<file path="config.mk">
export PLATFORM = sky130hd
export DESIGN_NAME = program_stream_header_parser_core_flat
export DESIGN_NICKNAME = d
export VERILOG_FILES = /design/src/pshp_pkg.sv /design/src/pshp_if.sv /design/src/pshp_queue.sv /design/src/pshp_front.sv /design/src/pshp_back.sv /design/src/program_stream_header_parser_core.sv /design/src/flat_wrapper.sv
export SDC_FILE = /design/constraint.sdc
export NUM_CORES = 1
export LEC_CHECK = 0
export BUFFER_PORTS_ARGS = -buffer_cell sky130_fd_sc_hd__buf_4
export CAP_MARGIN = 25
export CORE_UTILIZATION = 30
export DETAILED_ROUTE_END_ITERATION = 8
export PLACE_DENSITY = 0.49
export SKIP_CTS_REPAIR_TIMING = 1
export SYNTH_ARGS = -nofsm -noshare
export SYNTH_HDL_FRONTEND = slang
export SYNTH_SLANG_ARGS = --single-unit
</file>
<file path="constraint.sdc">
create_clock -name clock -period 21.1 [get_ports clock]
set_input_delay 2.11 -clock clock [delete_from_list [all_inputs] [get_ports clock]]
set_output_delay 2.11 -clock clock [all_outputs]
set_load 0.1 [all_outputs]
</file>
<file path="src/pshp_pkg.sv">
// Package: shared types, constants and phase codes for the stream header parser.
`default_nettype none
package pshp_pkg;
   localparam logic [7:0] CODE_PACK   = 8'hBA;
   localparam logic [7:0] CODE_SYS    = 8'hBB;
   localparam logic [7:0] CODE_MAP    = 8'hBC;
   localparam logic [7:0] PES_RESET   = 8'd189;
   localparam logic [23:0] PREFIX     = 24'h000001;

   localparam logic [1:0] KIND_PACK  = 2'd0;
   localparam logic [1:0] KIND_SYS   = 2'd1;
   localparam logic [1:0] KIND_ENTRY = 2'd2;
   localparam logic [1:0] KIND_OTHER = 2'd3;

   typedef enum logic [8:0] {
      PH_HUNT      = 9'b000000001,
      PH_PACK      = 9'b000000010,
      PH_STUFF     = 9'b000000100,
      PH_SYS_LEN   = 9'b000001000,
      PH_SYS_FIXED = 9'b000010000,
      PH_ENTRY     = 9'b000100000,
      PH_SKIP      = 9'b001000000,
      PH_LEN       = 9'b010000000,
      PH_BODY      = 9'b100000000
   } phase_type;

   // Handling a byte gets if it turns out to be the code after a prefix.
   typedef enum logic [1:0] {
      CLS_NONE = 2'd0,
      CLS_PACK = 2'd1,
      CLS_SYS  = 2'd2,
      CLS_LEN  = 2'd3
   } code_class_type;

   typedef struct packed {
      logic [1:0]  kind;
      logic [7:0]  code_value;
      logic [32:0] clock_base;
      logic [8:0]  clock_ext;
      logic [21:0] rate_value;
      logic [5:0]  audio_limit;
      logic [4:0]  video_limit;
      logic [3:0]  header_flags;
      logic [7:0]  entry_stream;
      logic        entry_scale;
      logic [12:0] entry_size_bound;
   } result_type;

   // Classified byte handed from front to back.
   typedef struct packed {
      code_class_type cls;
      logic [7:0]     data;
   } token_type;
endpackage
`default_nettype wire

</file>
<file path="src/pshp_if.sv">
// Interfaces: byte request channel and result channel.
`default_nettype none
interface pshp_req_if;
   logic       valid;
   logic       ready;
   logic [7:0] data_byte;
   modport source (output valid, output data_byte, input ready);
   modport sink   (input valid, input data_byte, output ready);
endinterface

interface pshp_rsp_if;
   logic       valid;
   logic       ready;
   logic [1:0]  kind;
   logic [7:0]  code_value;
   logic [32:0] clock_base;
   logic [8:0]  clock_ext;
   logic [21:0] rate_value;
   logic [5:0]  audio_limit;
   logic [4:0]  video_limit;
   logic [3:0]  header_flags;
   logic [7:0]  entry_stream;
   logic        entry_scale;
   logic [12:0] entry_size_bound;
   modport source (output valid, output kind, output code_value, output clock_base,
      output clock_ext, output rate_value, output audio_limit, output video_limit,
      output header_flags, output entry_stream, output entry_scale,
      output entry_size_bound, input ready);
   modport sink (input valid, input kind, input code_value, input clock_base,
      input clock_ext, input rate_value, input audio_limit, input video_limit,
      input header_flags, input entry_stream, input entry_scale,
      input entry_size_bound, output ready);
endinterface
`default_nettype wire

</file>
<file path="src/pshp_queue.sv">
// Short FIFO of classified bytes between front and back.
`default_nettype none
module pshp_queue (
   input  wire logic                 clock,
   input  wire logic                 reset,
   input  wire logic                 push,
   input  wire pshp_pkg::token_type  push_data,
   output logic                      full,
   input  wire logic                 pop,
   output pshp_pkg::token_type       pop_data,
   output logic                      not_empty
);
   pshp_pkg::token_type mem_ff [2];
   logic       wr_ff, wr_in, rd_ff, rd_in;
   logic [1:0] cnt_ff, cnt_in;

   assign full      = (cnt_ff == 2'd2);
   assign not_empty = (cnt_ff != 2'd0);
   assign pop_data  = mem_ff[rd_ff];

   // advance pointers and count
   always_comb begin
      wr_in  = wr_ff ^ push;
      rd_in  = rd_ff ^ pop;
      cnt_in = cnt_ff + {1'b0, push} - {1'b0, pop};
   end

   always_ff @(posedge clock) begin
      if (reset) begin
         wr_ff <= 1'b0; rd_ff <= 1'b0; cnt_ff <= 2'd0;
      end else begin
         wr_ff <= wr_in; rd_ff <= rd_in; cnt_ff <= cnt_in;
      end
      if (push) mem_ff[wr_ff] <= push_data;
   end

`ifndef SYNTHESIS
   a_no_overflow: assert property (@(posedge clock) disable iff (reset)
      full |-> !push || pop) else $error("queue overflow");
   a_no_underflow: assert property (@(posedge clock) disable iff (reset)
      pop |-> not_empty) else $error("queue underflow");
   a_count: assert property (@(posedge clock) disable iff (reset)
      cnt_ff <= 2'd2) else $error("queue count out of range");
`endif
endmodule
`default_nettype wire

</file>
<file path="src/pshp_front.sv">
// Front: accepts bytes and decodes how each would be handled as a start code.
`default_nettype none
module pshp_front (
   input  wire logic                 in_valid,
   output logic                      in_ready,
   input  wire logic [7:0]           in_byte,
   input  wire logic [7:0]           pes_id_start,
   input  wire logic                 q_full,
   output logic                      push,
   output pshp_pkg::token_type       push_data
);
   // The back owns the prefix search, since only it knows where hunting
   // resumes; the front decodes the code class so the back only selects.
   pshp_pkg::code_class_type cls;

   assign in_ready  = !q_full;
   assign push      = in_valid && in_ready;
   assign push_data = '{cls: cls, data: in_byte};

   // decode the code class of the byte
   always_comb begin
      if (in_byte == pshp_pkg::CODE_PACK) cls = pshp_pkg::CLS_PACK;
      else if (in_byte == pshp_pkg::CODE_SYS) cls = pshp_pkg::CLS_SYS;
      else if (in_byte == pshp_pkg::CODE_MAP || in_byte >= pes_id_start)
         cls = pshp_pkg::CLS_LEN;
      else cls = pshp_pkg::CLS_NONE;
   end
endmodule
`default_nettype wire

</file>
<file path="src/pshp_back.sv">
// Back: runs the header phases on queued bytes and drives the result register.
`default_nettype none
module pshp_back (
   input  wire logic                 clock,
   input  wire logic                 reset,
   input  wire logic                 tok_valid,
   input  wire pshp_pkg::token_type  tok,
   output logic                      tok_pop,
   output logic                      rsp_valid,
   input  wire logic                 rsp_ready,
   output pshp_pkg::result_type      rsp_data
);
   pshp_pkg::phase_type phase_ff, phase_in;
   logic [23:0] recent_ff, recent_in;
   logic [15:0] pos_ff, pos_in;
   logic [15:0] rem_ff, rem_in;
   logic [2:0]  stuff_ff, stuff_in;
   logic [79:0] bits_ff, bits_in;
   logic [7:0]  code_ff, code_in;
   logic        out_v_ff, out_v_in;
   pshp_pkg::result_type out_ff, out_in, res;
   logic        emit;
   logic        resync;
   logic [7:0]  b;
   logic [79:0] pk;
   logic [47:0] sv;
   logic [23:0] ev;
   logic [15:0] rem_dec;

   assign b       = tok.data;
   // take a byte when the result slot is free or being drained
   assign tok_pop = tok_valid && (!out_v_ff || rsp_ready);
   assign rem_dec = rem_ff - 16'd1;

   // next-state and result
   always_comb begin
      phase_in = phase_ff; pos_in = pos_ff; rem_in = rem_ff; stuff_in = stuff_ff;
      bits_in = bits_ff; code_in = code_ff; emit = 1'b0; res = '0; resync = 1'b0;
      recent_in = recent_ff;
      pk = bits_ff; sv = bits_ff[47:0]; ev = bits_ff[23:0];
      if (tok_pop) begin
         case (phase_ff)
            pshp_pkg::PH_PACK: begin
               pk = {bits_ff[71:0], b};
               bits_in = pk;
               pos_in = pos_ff + 16'd1;
               if (pos_ff == 16'd9) begin
                  stuff_in = pk[2:0];
                  if (pk[2:0] == 3'd0) emit = 1'b1;
                  else phase_in = pshp_pkg::PH_STUFF;
               end
            end
            pshp_pkg::PH_STUFF: begin
               stuff_in = stuff_ff - 3'd1;
               if (stuff_ff == 3'd1) emit = 1'b1;
            end
            pshp_pkg::PH_SYS_LEN, pshp_pkg::PH_LEN: begin
               if (pos_ff == 16'd0) begin
                  rem_in = {b, 8'h00};
                  pos_in = 16'd1;
               end else begin
                  rem_in = rem_ff | {8'h00, b};
                  pos_in = '0;
                  bits_in = '0;
                  if (phase_ff == pshp_pkg::PH_SYS_LEN) phase_in = pshp_pkg::PH_SYS_FIXED;
                  else if ((rem_ff | {8'h00, b}) == 16'd0) begin
                     res.kind = pshp_pkg::KIND_OTHER; res.code_value = code_ff;
                     emit = 1'b1;
                  end else phase_in = pshp_pkg::PH_BODY;
               end
            end
            pshp_pkg::PH_SYS_FIXED: begin
               sv = {bits_ff[39:0], b};
               bits_in = {32'h0, sv};
               pos_in = pos_ff + 16'd1;
               if (pos_ff == 16'd5) begin
                  res.kind = pshp_pkg::KIND_SYS; res.code_value = code_ff;
                  res.rate_value = sv[46:25]; res.audio_limit = sv[23:18];
                  res.video_limit = sv[12:8]; res.header_flags = sv[17:14];
                  emit = 1'b1;
                  rem_in = (rem_ff >= 16'd6) ? rem_ff - 16'd6 : 16'd0;
                  if (rem_ff > 16'd6) begin
                     phase_in = pshp_pkg::PH_ENTRY; pos_in = '0; bits_in = '0;
                  end
               end
            end
            pshp_pkg::PH_ENTRY: begin
               rem_in = rem_dec;
               if (pos_ff == 16'd0 && (rem_ff < 16'd3 || !b[7])) begin
                  phase_in = pshp_pkg::PH_SKIP;
                  if (rem_dec == 16'd0) begin
                     phase_in = pshp_pkg::PH_HUNT; resync = 1'b1;
                  end
               end else begin
                  ev = {bits_ff[15:0], b};
                  bits_in = {56'h0, ev};
                  pos_in = pos_ff + 16'd1;
                  if (pos_ff == 16'd2) begin
                     res.kind = pshp_pkg::KIND_ENTRY; res.code_value = code_ff;
                     res.entry_stream = ev[23:16]; res.entry_scale = ev[13];
                     res.entry_size_bound = ev[12:0];
                     emit = 1'b1; pos_in = '0;
                     if (rem_dec == 16'd0) begin
                        phase_in = pshp_pkg::PH_HUNT; resync = 1'b1;
                     end
                  end else if (rem_dec == 16'd0) begin
                     // header length ran out inside an entry; keep model behavior
                     rem_in = rem_dec;
                  end
               end
            end
            pshp_pkg::PH_SKIP, pshp_pkg::PH_BODY: begin
               if (rem_ff != 16'd0) rem_in = rem_dec;
               if (rem_ff <= 16'd1) begin
                  if (phase_ff == pshp_pkg::PH_BODY) begin
                     res.kind = pshp_pkg::KIND_OTHER; res.code_value = code_ff;
                     emit = 1'b1;
                  end else begin
                     phase_in = pshp_pkg::PH_HUNT; resync = 1'b1;
                  end
               end
            end
            default: begin
               // hunt for the prefix; the code byte after it picks the phase
               if (pos_ff >= 16'd3 && recent_ff == pshp_pkg::PREFIX) begin
                  code_in = b; pos_in = '0; bits_in = '0; recent_in = '0;
                  case (tok.cls)
                     pshp_pkg::CLS_PACK: phase_in = pshp_pkg::PH_PACK;
                     pshp_pkg::CLS_SYS:  phase_in = pshp_pkg::PH_SYS_LEN;
                     pshp_pkg::CLS_LEN:  phase_in = pshp_pkg::PH_LEN;
                     default:            phase_in = pshp_pkg::PH_HUNT;
                  endcase
               end else begin
                  recent_in = {recent_ff[15:0], b};
                  pos_in = (pos_ff >= 16'd3) ? 16'd3 : pos_ff + 16'd1;
               end
            end
         endcase
         // back to hunting on emit unless entries follow; fill pack results
         if (emit && phase_ff != pshp_pkg::PH_ENTRY && phase_ff != pshp_pkg::PH_SYS_FIXED) begin
            phase_in = pshp_pkg::PH_HUNT; resync = 1'b1;
         end
         if (emit && phase_ff == pshp_pkg::PH_SYS_FIXED && rem_ff <= 16'd6) begin
            phase_in = pshp_pkg::PH_HUNT; resync = 1'b1;
         end
         if (emit && (phase_ff == pshp_pkg::PH_PACK || phase_ff == pshp_pkg::PH_STUFF)) begin
            res.kind = pshp_pkg::KIND_PACK; res.code_value = code_ff;
            res.clock_base = {pk[77:75], pk[73:59], pk[57:43]};
            res.clock_ext  = pk[41:33];
            res.rate_value = pk[31:10];
         end
         // restart the prefix search from scratch
         if (resync) begin
            pos_in = '0; recent_in = '0;
         end
      end
   end

   // hold the result until taken
   always_comb begin
      out_v_in = out_v_ff;
      out_in   = out_ff;
      if (rsp_ready) out_v_in = 1'b0;
      if (emit) begin
         out_v_in = 1'b1;
         out_in   = res;
      end
   end

   assign rsp_valid = out_v_ff;
   assign rsp_data  = out_ff;

   always_ff @(posedge clock) begin
      if (reset) begin
         phase_ff <= pshp_pkg::PH_HUNT; recent_ff <= '0;
         pos_ff <= '0; rem_ff <= '0; stuff_ff <= '0; bits_ff <= '0; code_ff <= '0;
         out_v_ff <= 1'b0;
      end else begin
         phase_ff <= phase_in; recent_ff <= recent_in;
         pos_ff <= pos_in; rem_ff <= rem_in; stuff_ff <= stuff_in;
         bits_ff <= bits_in; code_ff <= code_in;
         out_v_ff <= out_v_in;
      end
      out_ff <= out_in;
   end

`ifndef SYNTHESIS
   a_onehot: assert property (@(posedge clock) disable iff (reset)
      $onehot(phase_ff)) else $error("phase not one-hot");
   a_no_drop: assert property (@(posedge clock) disable iff (reset)
      emit |-> !out_v_ff || rsp_ready) else $error("result overwritten");
   a_hold: assert property (@(posedge clock) disable iff (reset)
      out_v_ff && !rsp_ready |=> out_v_ff && $stable(out_ff)) else $error("result lost");
`endif
endmodule
`default_nettype wire

</file>
<file path="src/program_stream_header_parser_core.sv">
// Timing: the byte that completes a result passes through the queue; the back then
// registers the result, which the output register holds until rsp.ready takes it.
// Throughput: one byte per cycle; input stalls only once the two-entry queue fills
// behind a result held for rsp.ready. A one-entry output register holds results.
// Reset (synchronous, active high) returns to hunting and sets pes_id_start to 189.
// Top level: program stream header parser.
`default_nettype none
module program_stream_header_parser_core (
   input  wire logic       clock,
   input  wire logic       reset,
   input  wire logic       csr_write_enable,
   input  wire logic [7:0] csr_write_data,
   pshp_req_if.sink        req,
   pshp_rsp_if.source      rsp
);
   logic [7:0] pes_ff, pes_in;
   logic q_full, q_push, q_pop, q_ne;
   pshp_pkg::token_type q_in, q_out;
   pshp_pkg::result_type res;

   // configuration register
   always_comb pes_in = csr_write_enable ? csr_write_data : pes_ff;
   always_ff @(posedge clock) begin
      if (reset) pes_ff <= pshp_pkg::PES_RESET;
      else pes_ff <= pes_in;
   end

   pshp_front u_front (.in_valid(req.valid), .in_ready(req.ready),
      .in_byte(req.data_byte), .pes_id_start(pes_ff), .q_full(q_full),
      .push(q_push), .push_data(q_in));

   pshp_queue u_queue (.clock(clock), .reset(reset), .push(q_push), .push_data(q_in),
      .full(q_full), .pop(q_pop), .pop_data(q_out), .not_empty(q_ne));

   pshp_back u_back (.clock(clock), .reset(reset),
      .tok_valid(q_ne), .tok(q_out), .tok_pop(q_pop),
      .rsp_valid(rsp.valid), .rsp_ready(rsp.ready), .rsp_data(res));

   assign rsp.kind = res.kind;
   assign rsp.code_value = res.code_value;
   assign rsp.clock_base = res.clock_base;
   assign rsp.clock_ext = res.clock_ext;
   assign rsp.rate_value = res.rate_value;
   assign rsp.audio_limit = res.audio_limit;
   assign rsp.video_limit = res.video_limit;
   assign rsp.header_flags = res.header_flags;
   assign rsp.entry_stream = res.entry_stream;
   assign rsp.entry_scale = res.entry_scale;
   assign rsp.entry_size_bound = res.entry_size_bound;
endmodule
`default_nettype wire
</file>
<file path="src/flat_wrapper.sv">
// flat-port wrapper written by rule: the top's interface ports become plain ports
module program_stream_header_parser_core_flat 
  (clock, reset, csr_write_enable, csr_write_data, req_valid, req_data_byte, req_ready, rsp_valid, rsp_kind, rsp_code_value, rsp_clock_base, rsp_clock_ext, rsp_rate_value, rsp_audio_limit, rsp_video_limit, rsp_header_flags, rsp_entry_stream, rsp_entry_scale, rsp_entry_size_bound, rsp_ready);
  pshp_req_if req_i ();
  pshp_rsp_if rsp_i ();
  input  wire logic clock;
  input  wire logic reset;
  input  wire logic csr_write_enable;
  input  wire logic [7:0] csr_write_data;
  input wire logic [$bits(req_i.valid)-1:0] req_valid;
  input wire logic [$bits(req_i.data_byte)-1:0] req_data_byte;
  output wire logic [$bits(req_i.ready)-1:0] req_ready;
  output wire logic [$bits(rsp_i.valid)-1:0] rsp_valid;
  output wire logic [$bits(rsp_i.kind)-1:0] rsp_kind;
  output wire logic [$bits(rsp_i.code_value)-1:0] rsp_code_value;
  output wire logic [$bits(rsp_i.clock_base)-1:0] rsp_clock_base;
  output wire logic [$bits(rsp_i.clock_ext)-1:0] rsp_clock_ext;
  output wire logic [$bits(rsp_i.rate_value)-1:0] rsp_rate_value;
  output wire logic [$bits(rsp_i.audio_limit)-1:0] rsp_audio_limit;
  output wire logic [$bits(rsp_i.video_limit)-1:0] rsp_video_limit;
  output wire logic [$bits(rsp_i.header_flags)-1:0] rsp_header_flags;
  output wire logic [$bits(rsp_i.entry_stream)-1:0] rsp_entry_stream;
  output wire logic [$bits(rsp_i.entry_scale)-1:0] rsp_entry_scale;
  output wire logic [$bits(rsp_i.entry_size_bound)-1:0] rsp_entry_size_bound;
  input wire logic [$bits(rsp_i.ready)-1:0] rsp_ready;
  assign req_i.valid = req_valid;
  assign req_i.data_byte = req_data_byte;
  assign req_ready = req_i.ready;
  assign rsp_valid = rsp_i.valid;
  assign rsp_kind = rsp_i.kind;
  assign rsp_code_value = rsp_i.code_value;
  assign rsp_clock_base = rsp_i.clock_base;
  assign rsp_clock_ext = rsp_i.clock_ext;
  assign rsp_rate_value = rsp_i.rate_value;
  assign rsp_audio_limit = rsp_i.audio_limit;
  assign rsp_video_limit = rsp_i.video_limit;
  assign rsp_header_flags = rsp_i.header_flags;
  assign rsp_entry_stream = rsp_i.entry_stream;
  assign rsp_entry_scale = rsp_i.entry_scale;
  assign rsp_entry_size_bound = rsp_i.entry_size_bound;
  assign rsp_i.ready = rsp_ready;
  program_stream_header_parser_core u_core (.clock(clock), .reset(reset), .csr_write_enable(csr_write_enable), .csr_write_data(csr_write_data), .req(req_i), .rsp(rsp_i));
endmodule
</file>
==> results.toml <==
[critical_path]
path_delay_family = "buffers and inverters"
start_kind = "flop"
r2r-start = "u_core.u_queue.rd_ff"
path_cells = "nor4b_1 > o2111ai_1 > nor4_1 > a32oi_1 > a31oi_4 > buf_4 > buf_4 > buf_16"
crit_path_max_incr_delay_ns = 0.90
slowest_stage = "dfxtp_1"
cpMostUsedCell = "buf_4"
crit_arrival_ns = 4.61
crit_path_end_kind = "flop"
path_class = "flop to flop"
critPathMaxFanout = 51
path_buf_inv = 3
reg2reg_depth = 8
rrSetupSlack_ns = 16.71
critPathRequiredTime_ns = 21.32
r2r-end = "u_core.u_back.rsp_data[101]"

[cells_and_area]
fin_util_pct = 36.4
areaGrowthSynthToFinish_pct = 19.5
final_area_um2 = 16900
diodes = 0
fin_nets = 1699
drive_above_1_share_pct = 15.1

[worst_hold_path]
min_to = "u_core.u_back.bits_ff[73]"
worstHoldPathCells = 2
hold_start = "u_core.u_back.bits_ff[73]"
hold_class = "flop to flop"

[die]
io_pins = 134
core_um2 = 46600
die_w_um = 219
die-area_um2 = 48200
start_util_pct = 30.5
die_height_um = 219
fp-row-count = 79

[sta]
setup_viol = 0
tns_ns = 0
post-route-period-util_pct = 20.8
hold_ws_ns = 0.450
skew_ns = 0.0311
worst_pin_slew_ns = 1.02
max_freq_ghz = 0.228
finalCriticalPeriod_ns = 4.39
relSlewSlack_pct = 30.1
rsz0062_at_grt = "false"
maxSlewViolCount = 0
hold_viol_final = 0

[clock_network]
cts_buffer_depth = 3
path_clk_slew_ns = 0.06
clock_sinks = 297
htree_num_levels = 2
tritoncts = "built"
clockRootBuffer = "clkbuf_16"
clk_latency_ns = 0.56
cts-buffers-inserted = 36

[detailed_routing]
drtIter0Drc = 809
first_pass_iters = 5
viasPerCell = 5.20
vias = 11900
ant_nets = 0
wl_mm = 41.7
routedWlPerCell_um = 18.3
drc = 0

[synthesis]
yosysWarnings = 0
seq_area_frac_synth_pct = 51.2
synth_fp_nets = 1609
synthesis.area_um2 = 14200
synth_commonest_cells = "nand2_1 (264), a21oi_1 (171), dfxtp_1 (166), edfxtp_1 (131), nand3_1 (127)"
yosys-top-cells-area = "edfxtp_1 (28%), dfxtp_1 (23%), nand2_1 (7.0%)"
synth-seq-cells = 297
synth_top_cell_area_share_pct = 27.7
avgSynthCellArea_um2 = 9.08
synthMostInstantiatedCell = "nand2_1"
syn_inst = 1562
synthArstFlopShare_pct = 0
yosysUniqueCellTypes = 76
synth-edff-count = 131
synth_ff_type = "dfxtp_1"
yosysTopAreaCell = "edfxtp_1"

[place]
gp_congestion = 0.893
portBuffers = 133
post-dp-hpwl_mm = 27.6
placed_area_um2 = 15800

[power_and_ir_drop]
p_comb_share_pct = 13.6
vdd_drop_max_mv = 0.0523
pwr-share-clk_pct = 42.2
power_leakage_nw = 6.34
sw_frac_of_total_pct = 27.8
p_per_area_nw_per_um2 = 85.4
internal_power_w = 0.00104
power_switching_w = 0.000403
finalPower_w = 0.00145
seqPwrFrac_pct = 44.2

[global_route]
grt_max_degree = 84
grt_pass1_wl_mm = 64.8
grt_usage_pct = 17.2
grt_pass1_vias = 11200
overflow = 0
antenna_found_initial = 0

[job]
drv_cap = 0

[status]
status = "complete, no violations"
==> per-stage QoR <==
step	setup slack, ns	std cells
after floorplan	12.01	1562
after global placement	16.32	2217
after detailed placement	16.29	2219
after CTS	16.72	2284
after global routing	16.32	2286
final	16.71	2286
==> metal layers <==
metal / vias to the layer above / part of all wire (%) / wire [um] / track usage, %
met5: - / 0 / 0 / 0
met4: 0 / 2.6 / 1100 / 6.18
met3: 69 / 5.1 / 2120 / 2.87
met2: 302 / 46 / 19200 / 27.5
met1: 5692 / 46 / 19300 / 23.3
li1: 5821 / - / - / -
==> power groups by stage <==
stage               Clock, W  Combinational, W  Sequential, W
finish              0.000610          0.000197       0.000640
global route        0.000656          0.000216       0.000643
CTS                 0.000631          0.000198       0.000640
detailed placement         0          0.000197       0.000652
global placement           0          0.000195       0.000651
floorplan                  0          0.000133       0.000640
==> worst max-delay path by stage <==
stage,startpoint,end,cells past startpoint
2_1_floorplan,rsp_ready,u_core.u_back.rsp_data[101],5
3_3_place_gp,rsp_ready,u_core.u_back.phase_ff[6],11
3_5_place_dp,rsp_ready,u_core.u_back.phase_ff[6],11
4_1_cts,u_core.u_queue.rd_ff,u_core.u_back.rsp_data[104],8
5_1_grt,u_core.u_queue.rd_ff,u_core.u_back.rsp_data[104],8
6_report,u_core.u_queue.rd_ff,u_core.u_back.rsp_data[101],8
==> worst reg2reg max path, cell delays in order (launching register included) <==
cell	delay [ns]
dfxtp_1	0.90
nor4b_1	0.57
o2111ai_1	0.19
nor4_1	0.49
a32oi_1	0.29
a31oi_4	0.32
buf_4	0.40
buf_4	0.53
buf_16	0.29
==> area by class of cell <==
| type | count | area, um^2 |
|---|---|---|
| clock buffers | 47 | 963 |
| clock inverters | 18 | 188 |
| fillers | 4770 | 29600 |
| inverters | 30 | 113 |
| multi-input cells | 1131 | 6470 |
| flip-flops and latches | 297 | 7260 |
| well taps | 607 | 759 |
| repair buffers | 156 | 1190 |
==> cell usage in the layout, fill, tap and decap left out, types with 6 or more instances in the layout <==
master,Yosys,layout
a211oi_1,8,8
a21o_1,11,11
a21oi_1,171,171
a22oi_1,6,6
a32oi_1,8,8
and2_1,42,41
and3_1,7,7
buf_4,0,154
clkbuf_1,90,10
clkbuf_16,0,37
clkinv_1,2,6
dfxtp_1,166,166
edfxtp_1,131,131
ha_1,26,26
inv_1,28,28
mux2i_1,39,35
nand2_1,264,263
nand2b_1,9,8
nand3_1,127,127
nand3b_1,8,8
nand4_1,17,17
nor2_1,83,81
nor3_1,27,26
nor3b_1,9,9
nor4_1,27,27
o211ai_1,12,12
o21ai_0,80,80
o22ai_1,9,9
or3_1,18,18
or4_1,10,10
xnor2_1,8,8
xor2_1,8,8
==> sequential cells by signal, summed over array words and instances, names as in the netlist, 9 cells and up <==
name	cells
u_core.u_back.phase_ff	9
u_core.u_queue.mem_ff	20
u_core.u_back.pos_ff	16
u_core.u_back.recent_ff	24
u_core.u_back.rsp_data	111
u_core.u_back.bits_ff	77
u_core.u_back.rem_ff	16
==> cells by family (layout without fill, tap and decap cells) <==
kind of cell             after synthesis  after routing  synth area share [%]
AND/OR/NAND/NOR                      689            689                  23.9
AO/OA/AOI/OAI                        357            357                  15.0
multiplexers                          43             43                  3.07
XOR/XNOR                              16             16                 0.988
flip-flops                           297            297                  51.2
buffers and inverters                134            251                  3.62
adder cells (fa/ha/maj)               26             26                  2.29
(Power assumes the default switching activity.)
